$ cat src/design/sfr_pkg.sv
`timescale 1ns / 1ps
`default_nettype none

package sfr_pkg;

  localparam int MAX_PAYLOAD_DEFAULT = 256;

  localparam int CFG_INDEX_W = 2;
  localparam int CFG_DATA_W  = 8;

  localparam logic [CFG_INDEX_W-1:0] REG_SYNC_FIRST        = 2'd0;
  localparam logic [CFG_INDEX_W-1:0] REG_SYNC_SECOND       = 2'd1;
  localparam logic [CFG_INDEX_W-1:0] REG_OWN_ADDRESS       = 2'd2;
  localparam logic [CFG_INDEX_W-1:0] REG_BROADCAST_ADDRESS = 2'd3;

  localparam logic [7:0] SYNC_FIRST_RESET        = 8'haa;
  localparam logic [7:0] SYNC_SECOND_RESET       = 8'h55;
  localparam logic [7:0] OWN_ADDRESS_RESET       = 8'h01;
  localparam logic [7:0] BROADCAST_ADDRESS_RESET = 8'hff;

  localparam logic [7:0]  FLAGS_HIGH_MASK = 8'hf0;
  localparam logic [15:0] CRC_INIT        = 16'h1d0f;
  localparam logic [15:0] CRC_POLY        = 16'h1021;

  typedef enum logic [2:0] {
    ERR_NONE      = 3'd0,
    ERR_SYNC      = 3'd1,
    ERR_DEST      = 3'd2,
    ERR_FLAGS     = 3'd3,
    ERR_TOO_LONG  = 3'd4,
    ERR_CRC       = 3'd5
  } err_code_t;

  typedef struct packed {
    logic [7:0] rx_byte;
  } rx_item_t;

  typedef struct packed {
    logic        payload_valid;
    logic [7:0]  payload_byte;
    logic [7:0]  payload_index;
    logic        frame_done;
    logic        frame_error;
    err_code_t   error_code;
    logic [7:0]  source_address;
    logic [3:0]  frame_flags;
    logic [15:0] frame_length;
  } result_t;

  // crc-16, msb first, one byte
  function automatic logic [15:0] crc_feed(input logic [15:0] crc, input logic [7:0] data);
    logic [15:0] r;
    r = crc ^ {data, 8'h00};
    for (int i = 0; i < 8; i++) begin
      if (r[15]) begin
        r = {r[14:0], 1'b0} ^ CRC_POLY;
      end else begin
        r = {r[14:0], 1'b0};
      end
    end
    return r;
  endfunction

endpackage

`default_nettype wire

$ cat src/design/sfr_stream_if.sv
`timescale 1ns / 1ps
`default_nettype none

interface sfr_stream_if #(
  parameter type payload_t = logic [7:0]
);
  logic     valid;
  logic     ready;
  payload_t payload;

  modport source (output valid, output payload, input ready);
  modport sink   (input valid, input payload, output ready);
endinterface

`default_nettype wire

$ cat src/design/serial_frame_receiver_crc16.sv
// output: a byte's result is registered in the output register, or in the skid
//   entry while the output is stalled; throughput: one byte per cycle while the
//   skid entry is empty (rx.ready), as the parse and crc update are combinational
// reset: rst is synchronous, active high; it restores the register defaults,
//   returns the parser to the first sync search and empties the result buffer
`timescale 1ns / 1ps
`default_nettype none

module serial_frame_receiver_crc16 #(
  parameter int MAX_PAYLOAD = sfr_pkg::MAX_PAYLOAD_DEFAULT
) (
  input  wire logic                            clk,
  input  wire logic                            rst,
  input  wire logic                            cfg_we,
  input  wire logic [sfr_pkg::CFG_INDEX_W-1:0] cfg_index,
  input  wire logic [sfr_pkg::CFG_DATA_W-1:0]  cfg_data,
  sfr_stream_if.sink                           rx,
  sfr_stream_if.source                         frame
);
  import sfr_pkg::*;

  localparam int CNT_W = $clog2(MAX_PAYLOAD + 1);
  localparam logic [CNT_W-1:0] MAX_CNT = CNT_W'(MAX_PAYLOAD);

  typedef enum logic [3:0] {
    PH_SYNC1 = 4'd0,
    PH_SYNC2 = 4'd1,
    PH_DEST  = 4'd2,
    PH_SRC   = 4'd3,
    PH_FLAGS = 4'd4,
    PH_LENH  = 4'd5,
    PH_LENL  = 4'd6,
    PH_DATA  = 4'd7,
    PH_CRCH  = 4'd8,
    PH_CRCL  = 4'd9
  } phase_t;

  logic [7:0] sync_first;
  logic [7:0] sync_second;
  logic [7:0] own_address;
  logic [7:0] broadcast_address;

  phase_t           phase, phase_next;
  logic [15:0]      crc, crc_next;
  logic [15:0]      length, length_next;
  logic [CNT_W-1:0] count, count_next;
  logic [CNT_W-1:0] count_inc;
  logic [7:0]       source, source_next;
  logic [3:0]       flags, flags_next;
  logic [7:0]       crc_high, crc_high_next;

  result_t   res;
  result_t   out_res;
  result_t   skid_res;
  logic      out_valid;
  logic      skid_full;
  logic      has_res;
  logic      take;
  logic      out_free;
  logic      frame_end;
  err_code_t code;
  logic [7:0] b;
  logic [15:0] crc_fed;

  assign b        = rx.payload.rx_byte;
  assign crc_fed  = crc_feed(crc, b);
  assign count_inc = count + 1'b1;
  assign rx.ready = !skid_full;
  assign take     = rx.valid && rx.ready;
  assign out_free = !out_valid || frame.ready;

  assign frame.valid   = out_valid;
  assign frame.payload = out_res;

  always_comb begin
    phase_next    = phase;
    crc_next      = crc;
    length_next   = length;
    count_next    = count;
    source_next   = source;
    flags_next    = flags;
    crc_high_next = crc_high;
    code          = ERR_NONE;
    frame_end     = 1'b0;
    has_res       = 1'b1;
    res           = '0;

    unique case (phase)
      PH_SYNC1: begin
        if (b == sync_first) begin
          crc_next   = crc_fed;
          phase_next = PH_SYNC2;
        end else begin
          code = ERR_SYNC;
        end
      end
      PH_SYNC2: begin
        if (b == sync_second) begin
          crc_next   = crc_fed;
          phase_next = PH_DEST;
        end else begin
          code = ERR_SYNC;
        end
      end
      PH_DEST: begin
        if (b == own_address || b == broadcast_address) begin
          crc_next   = crc_fed;
          phase_next = PH_SRC;
        end else begin
          code = ERR_DEST;
        end
      end
      PH_SRC: begin
        source_next = b;
        crc_next    = crc_fed;
        phase_next  = PH_FLAGS;
      end
      PH_FLAGS: begin
        flags_next = b[3:0];
        if ((b & FLAGS_HIGH_MASK) != 8'h00) begin
          code = ERR_FLAGS;
        end else begin
          crc_next   = crc_fed;
          phase_next = PH_LENH;
        end
      end
      PH_LENH: begin
        length_next = {b, 8'h00};
        crc_next    = crc_fed;
        phase_next  = PH_LENL;
      end
      PH_LENL: begin
        length_next = {length[15:8], b};
        crc_next    = crc_fed;
        count_next  = '0;
        phase_next  = ({length[15:8], b} == 16'h0000) ? PH_CRCH : PH_DATA;
      end
      PH_DATA: begin
        if (count_inc >= MAX_CNT && 16'(count_inc) != length) begin
          code = ERR_TOO_LONG;
        end else begin
          res.payload_valid = 1'b1;
          res.payload_byte  = b;
          res.payload_index = 8'(count);
          crc_next          = crc_fed;
          count_next        = count_inc;
          if (16'(count_inc) == length) begin
            phase_next = PH_CRCH;
          end
        end
      end
      PH_CRCH: begin
        crc_high_next = b;
        phase_next    = PH_CRCL;
      end
      PH_CRCL: begin
        if ({crc_high, b} == crc) begin
          res.frame_done = 1'b1;
        end else begin
          code = ERR_CRC;
        end
        frame_end = 1'b1;
      end
      default: begin
        has_res   = 1'b0;
        frame_end = 1'b1;
      end
    endcase

    res.frame_error    = (code != ERR_NONE);
    res.error_code     = code;
    res.source_address = source_next;
    res.frame_flags    = flags_next;
    res.frame_length   = length_next;

    if (frame_end || code != ERR_NONE) begin
      phase_next  = PH_SYNC1;
      crc_next    = CRC_INIT;
      length_next = '0;
      count_next  = '0;
    end
  end

  always_ff @(posedge clk) begin
    if (rst) begin
      sync_first        <= SYNC_FIRST_RESET;
      sync_second       <= SYNC_SECOND_RESET;
      own_address       <= OWN_ADDRESS_RESET;
      broadcast_address <= BROADCAST_ADDRESS_RESET;
      phase             <= PH_SYNC1;
      crc               <= CRC_INIT;
      length            <= '0;
      count             <= '0;
      source            <= '0;
      flags             <= '0;
      crc_high          <= '0;
      out_valid         <= 1'b0;
      skid_full         <= 1'b0;
    end else begin
      if (cfg_we) begin
        unique case (cfg_index)
          REG_SYNC_FIRST:        sync_first        <= cfg_data;
          REG_SYNC_SECOND:       sync_second       <= cfg_data;
          REG_OWN_ADDRESS:       own_address       <= cfg_data;
          REG_BROADCAST_ADDRESS: broadcast_address <= cfg_data;
          default: ;
        endcase
      end

      if (take) begin
        phase    <= phase_next;
        crc      <= crc_next;
        length   <= length_next;
        count    <= count_next;
        source   <= source_next;
        flags    <= flags_next;
        crc_high <= crc_high_next;
      end

      // output register with skid stage
      if (out_free) begin
        if (skid_full) begin
          out_res   <= skid_res;
          out_valid <= 1'b1;
          skid_full <= 1'b0;
        end else begin
          out_res   <= res;
          out_valid <= take && has_res;
        end
      end else if (take && has_res) begin
        skid_res  <= res;
        skid_full <= 1'b1;
      end
    end
  end

endmodule

`default_nettype wire

$ cat src/flat_wrapper.sv
// flat-port wrapper written by rule: the top's interface ports become plain ports
module serial_frame_receiver_crc16_flat import sfr_pkg::*;
#(
  parameter int MAX_PAYLOAD = sfr_pkg::MAX_PAYLOAD_DEFAULT
)
  (clk, rst, cfg_we, cfg_index, cfg_data, rx_valid, rx_payload, rx_ready, frame_valid, frame_payload, frame_ready);
  sfr_stream_if #(.payload_t(rx_item_t)) rx_i ();
  sfr_stream_if #(.payload_t(result_t)) frame_i ();
  input  wire logic clk;
  input  wire logic rst;
  input  wire logic cfg_we;
  input  wire logic [sfr_pkg::CFG_INDEX_W-1:0] cfg_index;
  input  wire logic [sfr_pkg::CFG_DATA_W-1:0] cfg_data;
  input wire logic [$bits(rx_i.valid)-1:0] rx_valid;
  input wire logic [$bits(rx_i.payload)-1:0] rx_payload;
  output wire logic [$bits(rx_i.ready)-1:0] rx_ready;
  output wire logic [$bits(frame_i.valid)-1:0] frame_valid;
  output wire logic [$bits(frame_i.payload)-1:0] frame_payload;
  input wire logic [$bits(frame_i.ready)-1:0] frame_ready;
  assign rx_i.valid = rx_valid;
  assign rx_i.payload = rx_payload;
  assign rx_ready = rx_i.ready;
  assign frame_valid = frame_i.valid;
  assign frame_payload = frame_i.payload;
  assign frame_i.ready = frame_ready;
  serial_frame_receiver_crc16 #(.MAX_PAYLOAD(MAX_PAYLOAD)) u_core (.clk(clk), .rst(rst), .cfg_we(cfg_we), .cfg_index(cfg_index), .cfg_data(cfg_data), .rx(rx_i), .frame(frame_i));
endmodule
$ cat config.mk
export PLATFORM = sky130hd
export DESIGN_NAME = serial_frame_receiver_crc16_flat
export DESIGN_NICKNAME = d
export VERILOG_FILES = /design/src/design/sfr_pkg.sv /design/src/design/sfr_stream_if.sv /design/src/design/serial_frame_receiver_crc16.sv /design/src/flat_wrapper.sv
export SDC_FILE = /design/constraint.sdc
export NUM_CORES = 1
export LEC_CHECK = 0
export BUFFER_PORTS_ARGS = -buffer_cell sky130_fd_sc_hd__buf_4
export CAP_MARGIN = 20
export CORE_MARGIN = 5
export CORE_UTILIZATION = 30
export CTS_CLUSTER_SIZE = 8
export DETAILED_ROUTE_END_ITERATION = 10
export GPL_TIMING_DRIVEN = 0
export HOLD_SLACK_MARGIN = 0.03
export PLACE_DENSITY_LB_ADDON = 0.05
export SYNTH_ARGS = -nofsm -noshare
export SYNTH_HDL_FRONTEND = slang
export SYNTH_SLANG_ARGS = --single-unit
$ cat constraint.sdc
create_clock -name clk -period 12.7 [get_ports clk]
set_input_delay 0.635 -clock clk [delete_from_list [all_inputs] [get_ports clk]]
set_output_delay 0.635 -clock clk [all_outputs]
set_load 0.05 [all_outputs]
==> metrics.yaml, run 1 <==
finalHoldViolCount: 0
wl_um: 25170
post_cts_buffers: 0
tns_ns: 0
gr-total-overflow: 0
busiest_layer: "met2"
drive_above_1_share: 0.2123
cp_max_fo: 10
ys_async_sr_fraction: 0
grt.met2_usage: 0.2311
startpoint_type: "primary input"
root_buffer: "clkbuf_16"
cp_data_arrival_time_ns: 3.82
yosysTopAreaCell: "edfxtp_1"
area_growth_pct: 19.09
grt_use_met3: 0.02546
hpwl_um: 17760
p_leak_nw: 4.023
cts_made_buffers: 17
power_density_nw_per_um2: 127.3
switchingPower_uw: 380.2
met1_usage: 0.2223
clock_sinks: 199
drv_cap: 0
wl_per_cell_um: 18.90
gp_congestion: 0.8364
final.min_clock_period_ns: 3.533
clk_latency_ns: 0.44
cts_resized: 0
clkPwrFrac: 0.397
sw_frac_of_total: 0.2755
ant_nets: 0
fp.dieH_um: 184.2
finalPower_mw: 1.380
synth.top_cell.area_share: 0.3299
p_int_uw: 999.9
coreArea_um2: 29800
setup_viol: 0
cts_tree: "yes"
ir_drop_mv: 0.06909
portBuffers: 73
status: "finished, final reports clean"
netlist_instances: 827
syn_area_um2: 9101
cts-hold-fix-buffers: 0
drtIter0Drc: 318
synthTopCellsByCount: "103 x nand2_1, 100 x edfxtp_1, 99 x dfxtp_1"
synth.most_common_cell: "nand2_1"
start_util: 0.3055
crit_required_ns: 12.99
ioPinCount: 75
cts-htree-levels: 4
fillCellCount: 3008
grt_pass1_wl_um: 39460
route.detailed.drc: 0
fin_skew_ns: 0.02206
power_frac_seq: 0.505
combPwrFrac: 0.097
slew_violations: 0
finalInstanceArea_um2: 10840
die-width_um: 184.2
post-route-period-util: 0.2782
grt_usage: 0.1506
synth-seq-area-share: 0.5477
endpoint_kind: "register"
dp_cells: 1300
path_clk_slew_ns: 0.09
slew_headroom: 0.2436
stdcell_count: 1332
ys_seq_elements: 199
cts.path.max_buffers: 2
postSynth.topFlopCell: "edfxtp_1"
synthTopCellsByArea: "edfxtp_1 33%, dfxtp_1 22%, mux2_2 8.5%"
clock.fmax_mhz: 283.1
yosysWarnings: 0
hold_class: "primary input to register"
ys_types: 59
via_count: 6499
num_rows: 63
rsz0062_at_grt: "no"
dr.pass1.iters: 5
synth_nets: 851
viasPerCell: 4.879
placed_area_um2: 10250
tightestPinTransition_ns: 1.135
antenna_found_initial: 0
avgSynthCellArea_um2: 11.01
synth_edf_count: 100
nNetsFinal: 953
die_area_um2: 33920
grt_max_degree: 27
n_antenna_cell: 0
grt_pass1_vias: 6522
criticalPathCategory: "primary input to register"
-- critical path, stage by stage --
cell and delay (ns):
buf_4 0.09, buf_1 0.83, xnor2_1 0.14, nand4_1 0.12
nor2_1 0.10, o31ai_1 0.71, and3b_1 0.32, o211ai_4 0.17
clkbuf_1 0.48, o21ai_0 0.19
-- final timing paths --
check | start | endpoint | slack, ns | cells after the start
setup / recovery | rx_payload[5] | u_core.length[11] | 9.17 | 10
hold / removal | cfg_data[0] | u_core.broadcast_address[0] | 0.46 | 3
setup reg to reg | u_core.count[0] | u_core.length[11] | 9.25 | 8
hold reg to reg | u_core.own_address[3] | u_core.own_address[3] | 0.47 | 2
-- routing by layer --
metal  vias up  part of all wire
met5         -                 0
met4         0             0.011
met3        18             0.037
met2       132              0.45
met1      3183              0.50
li1       3166                 -
-- layout by cell type (no fill, tap or decap), types with 16 or more instances in the layout --
| cell | synthesis | routed |
|---|---|---|
| a21oi_1 | 23 | 23 |
| and2_1 | 17 | 17 |
| buf_4 | 3 | 82 |
| clkbuf_1 | 38 | 38 |
| clkbuf_16 | 0 | 17 |
| dfxtp_1 | 99 | 99 |
| edfxtp_1 | 100 | 100 |
| mux2_2 | 69 | 69 |
| mux2i_1 | 16 | 16 |
| nand2_1 | 103 | 103 |
| nand4_1 | 16 | 16 |
| nor2_1 | 60 | 60 |
| nor3_1 | 22 | 22 |
| o21ai_0 | 33 | 33 |
| xnor2_1 | 46 | 46 |
| xor2_1 | 34 | 34 |
-- through the flow --
stage               hold WS, ns  setup WS [ns]    util
floorplan                0.4416          5.810       -
global placement         0.4539          1.995  0.3402
detailed placement       0.4598          8.792  0.3439
CTS                      0.4375          9.238  0.3638
global route             0.4387          8.957  0.3638
finish                   0.4556          9.167  0.3638
-- power by group through the flow --
stage	sequential, mW	clock, mW	combinational [mW]
2_1_floorplan	0.745	0	0.0548
3_3_place_gp	0.714	0	0.134
3_5_place_dp	0.713	0	0.136
4_1_cts	0.698	0.565	0.137
5_1_grt	0.700	0.590	0.145
6_report	0.698	0.548	0.134
-- state kept, by name, summed over array words and instances (netlist names), 9 cells and up --
register,flops
u_core.frame.payload,50
u_core.skid_res,50
u_core.crc,16
u_core.length,16
u_core.count,9
-- cell families after synthesis --
kind of cell               share of synthesized area
buffers and inverters                        0.02736
AOI/OAI and AO/OA                            0.09032
xor gates and xnor gates                     0.07878
muxes                                         0.1030
and+or+nand+nor                               0.1515
adders and majority gates                   0.001375
DFF                                           0.5477
-- final cells by class --
type	instances	area [um2]	share of cell area
multi-input cells	569	3881	0.3581
repair buffers	83	644.4	0.05945
inverters	7	26.28	0.002424
clock inverters	15	166.4	0.01535
plain buffers	52	222.7	0.02055
clock buffers	17	425.4	0.03925
well taps	390	488.0	0.04502
flip-flops and latches	199	4985	0.4599
Note: power is estimated with default switching activity, not from simulation.
==> inputs of run 2 (changes only) <==
- clock period: 12.7 -> 3.6 ns (I/O delays scaled with it)
==> run 2 against run 1 <==
Sequential power grew to 3.5 times the previous value. Critical path depth shrank 2. Worst setup slack lost 8.8 ns. Wire length grew 0.20%. Via count shrank 1.5%. Highest routed layer unchanged.
==> metrics.yaml, run 2 (same netlist as run 1, synthesis figures left out) <==
finalPower_mw: 4.969  # +260%
path_cells: "ha_1, nand3_1, nor3_1, xor2_2, nand2_4, o211ai_4, clkbuf_1, o21ai_0"
rsz0062_at_grt: "no"
die_area_um2: 33920  # unchanged
wl_um: 25220  # +0.20%
clkPwrFrac: 0.408  # +0.011
wl_per_cell_um: 18.88  # -0.10%
drt-met1-wl_um: 12150  # -3.6%
viasPerCell: 4.792  # -1.8%
cts-htree-levels: 4  # unchanged
combPwrFrac: 0.096  # about the same
switchingPower_mw: 1.360  # +260%
clock_sinks: 199  # unchanged
power_density_nw_per_um2: 453.9  # +260%
ir_drop_mv: 0.2548  # +270%
clock.fmax_mhz: 312.9
slew_violations: 0  # unchanged
drtIter0Drc: 358  # +13%
slew_headroom: 0.2344  # -0.009132
endpoint_kind: "register"
gr-total-overflow: 0  # unchanged
final_cell_mix: "103 x nand2_1, 100 x edfxtp_1, 99 x dfxtp_1, 77 x buf_4, 69 x mux2_2"
cp_data_arrival_time_ns: 3.49  # -0.33 ns
status: "finished, final reports clean"
r2r_end: "u_core.length[11]"
die-width_um: 184.2  # unchanged
antenna_found_initial: 0  # unchanged
drive_above_1_share: 0.2082  # -0.004069
route.detailed.drc: 0  # unchanged
power_frac_seq: 0.495  # -0.010
ioPinCount: 75  # unchanged
startpoint_type: "register"
gp_congestion: 0.8072  # -3.5%
reg2reg_slack_ns: 0.40  # -8.85 ns
hold_class: "primary input to register"
nNetsFinal: 957  # +0.42%
cp_max_fo: 10  # unchanged
criticalPathCategory: "register to register"
dr.pass1.iters: 5  # unchanged
finalHoldViolCount: 0  # unchanged
ant_nets: 0  # unchanged
fin_skew_ns: 0.01930  # -0.002763 ns
portBuffers: 73  # unchanged
cts.path.max_buffers: 2  # unchanged
layout_commonest_cell: "nand2_1"
final.min_clock_period_ns: 3.196
root_buffer: "clkbuf_16"
cts_tree: "yes"
clk_latency_ns: 0.44  # about the same
post_cts_buffers: 0  # unchanged
num_rows: 63  # unchanged
crit_end: "u_core.length[11]"
reg2reg_depth: 8  # unchanged
path_clk_slew_ns: 0.08  # about the same
slowest_delay_ns: 0.50  # -0.33 ns
met2_length_um: 11690  # +2.9%
grt_max_degree: 34  # +26%
setup_viol: 0  # unchanged
drv_cap: 0  # unchanged
cts_made_buffers: 17  # unchanged
slowest_stage: "dfxtp_1"
grt_pass1_vias: 6486  # -0.55%
p_int_mw: 3.609  # +260%
fin_util: 0.3674  # +0.003611
hpwl_um: 17670  # -0.56%
p_leak_nw: 4.060  # +0.92%
top_layer: "met4"
fp.dieH_um: 184.2  # unchanged
n_antenna_cell: 0  # unchanged
met3_length_um: 1039  # +10%
via_count: 6402  # -1.5%
r2r_start: "u_core.count[0]"
tightestPinTransition_ns: 1.148  # +0.01370 ns
fin_hold_ws_ns: 0.1159  # -0.3398 ns
coreArea_um2: 29800  # unchanged
sw_frac_of_total: 0.2738  # -0.001736
post-route-period-util: 0.8878
grt_usage: 0.1513  # +0.0007069
critPathLaunch: "u_core.count[0]"
grt_pass1_wl_um: 39380  # -0.21%
area_growth_pct: 20.28
crit_required_ns: 3.90  # -9.09 ns
start_util: 0.3055  # unchanged
run 2: cell types whose count changed in the layout (fill, tap and decap cells not counted), sizes merged:
cell         delta
bufinv          +1
clkinv          -1
dlygate4sd3     +8
inv             +1
clkinvlp        -1
buf             -4
run 2: worst min path at each step:
stage                            from                    to  slack, ns  cells after the start
after floorplan           cfg_data[1]  u_core.sync_first[1]       0.30                      1
after global placement    cfg_data[1]  u_core.sync_first[1]       0.44                      2
after detailed placement  cfg_data[1]  u_core.sync_first[1]       0.44                      2
after CTS                    rx_valid      u_core.skid_full       0.10                      3
after global routing         rx_valid      u_core.skid_full       0.14                      3
final                        rx_valid      u_core.skid_full       0.12                      3
run 2: metal layers:
layer / GRT usage / vias to the layer above
met5: 0 / -
met3: 0.02427 / 21
li1: - / 3172
met1: 0.2164 / 3076
met2: 0.2373 / 133
met4: 0.04377 / 0
run 2: through the flow:
stage | setup TNS (ns) | setup slack [ns] | cells | cell area (um2)
after CTS | 0 | 0.1479 | 1336 | 10940
after global placement | -110.29 | -1.339 | 1290 | 10150
after global routing | 0 | 0.02338 | 1336 | 10950
after floorplan | 0 | 0.1584 | 827 | 9116
after detailed placement | 0 | 0.09063 | 1296 | 10240
final | 0 | 0.4038 | 1336 | 10950
run 2: worst max-delay path: cells and delay by family (launching register included):
kind / cells / cell delay [ns]
buf+inv: 1 / 0.48
compound gates: 2 / 0.48
flops: 1 / 0.50
xor+xnor: 1 / 0.48
fa+ha+maj: 1 / 0.33
simple gates: 3 / 0.79
run 2: what timing repair did:
item / 4_1_cts / 5_1_grt
endpoints found under the setup margin: 0 / 20
gates resized for setup: 0 / 1
hold buffers: 8 / 0
endpoints found under the hold margin: 23 / 0
run 2: cell type report:
type | count | area (um2)
multi-input cells | 569 | 3897
well taps | 390 | 488.0
inverters | 7 | 26.28
plain buffers | 52 | 222.7
clock buffers | 17 | 425.4
flip-flops and latches | 199 | 4985
repair buffers | 87 | 708.2
clock inverters | 15 | 193.9
fillers | 3033 | 18850
run 2: power groups by stage:
| stage | Combinational (mW) | Sequential (mW) | Clock, mW |
|---|---|---|---|
| CTS | 0.488 | 2.46 | 2.10 |
| global route | 0.515 | 2.47 | 2.19 |
| finish | 0.479 | 2.46 | 2.03 |
| floorplan | 0.195 | 2.63 | 0 |
| global placement | 0.474 | 2.52 | 0 |
| detailed placement | 0.480 | 2.51 | 0 |
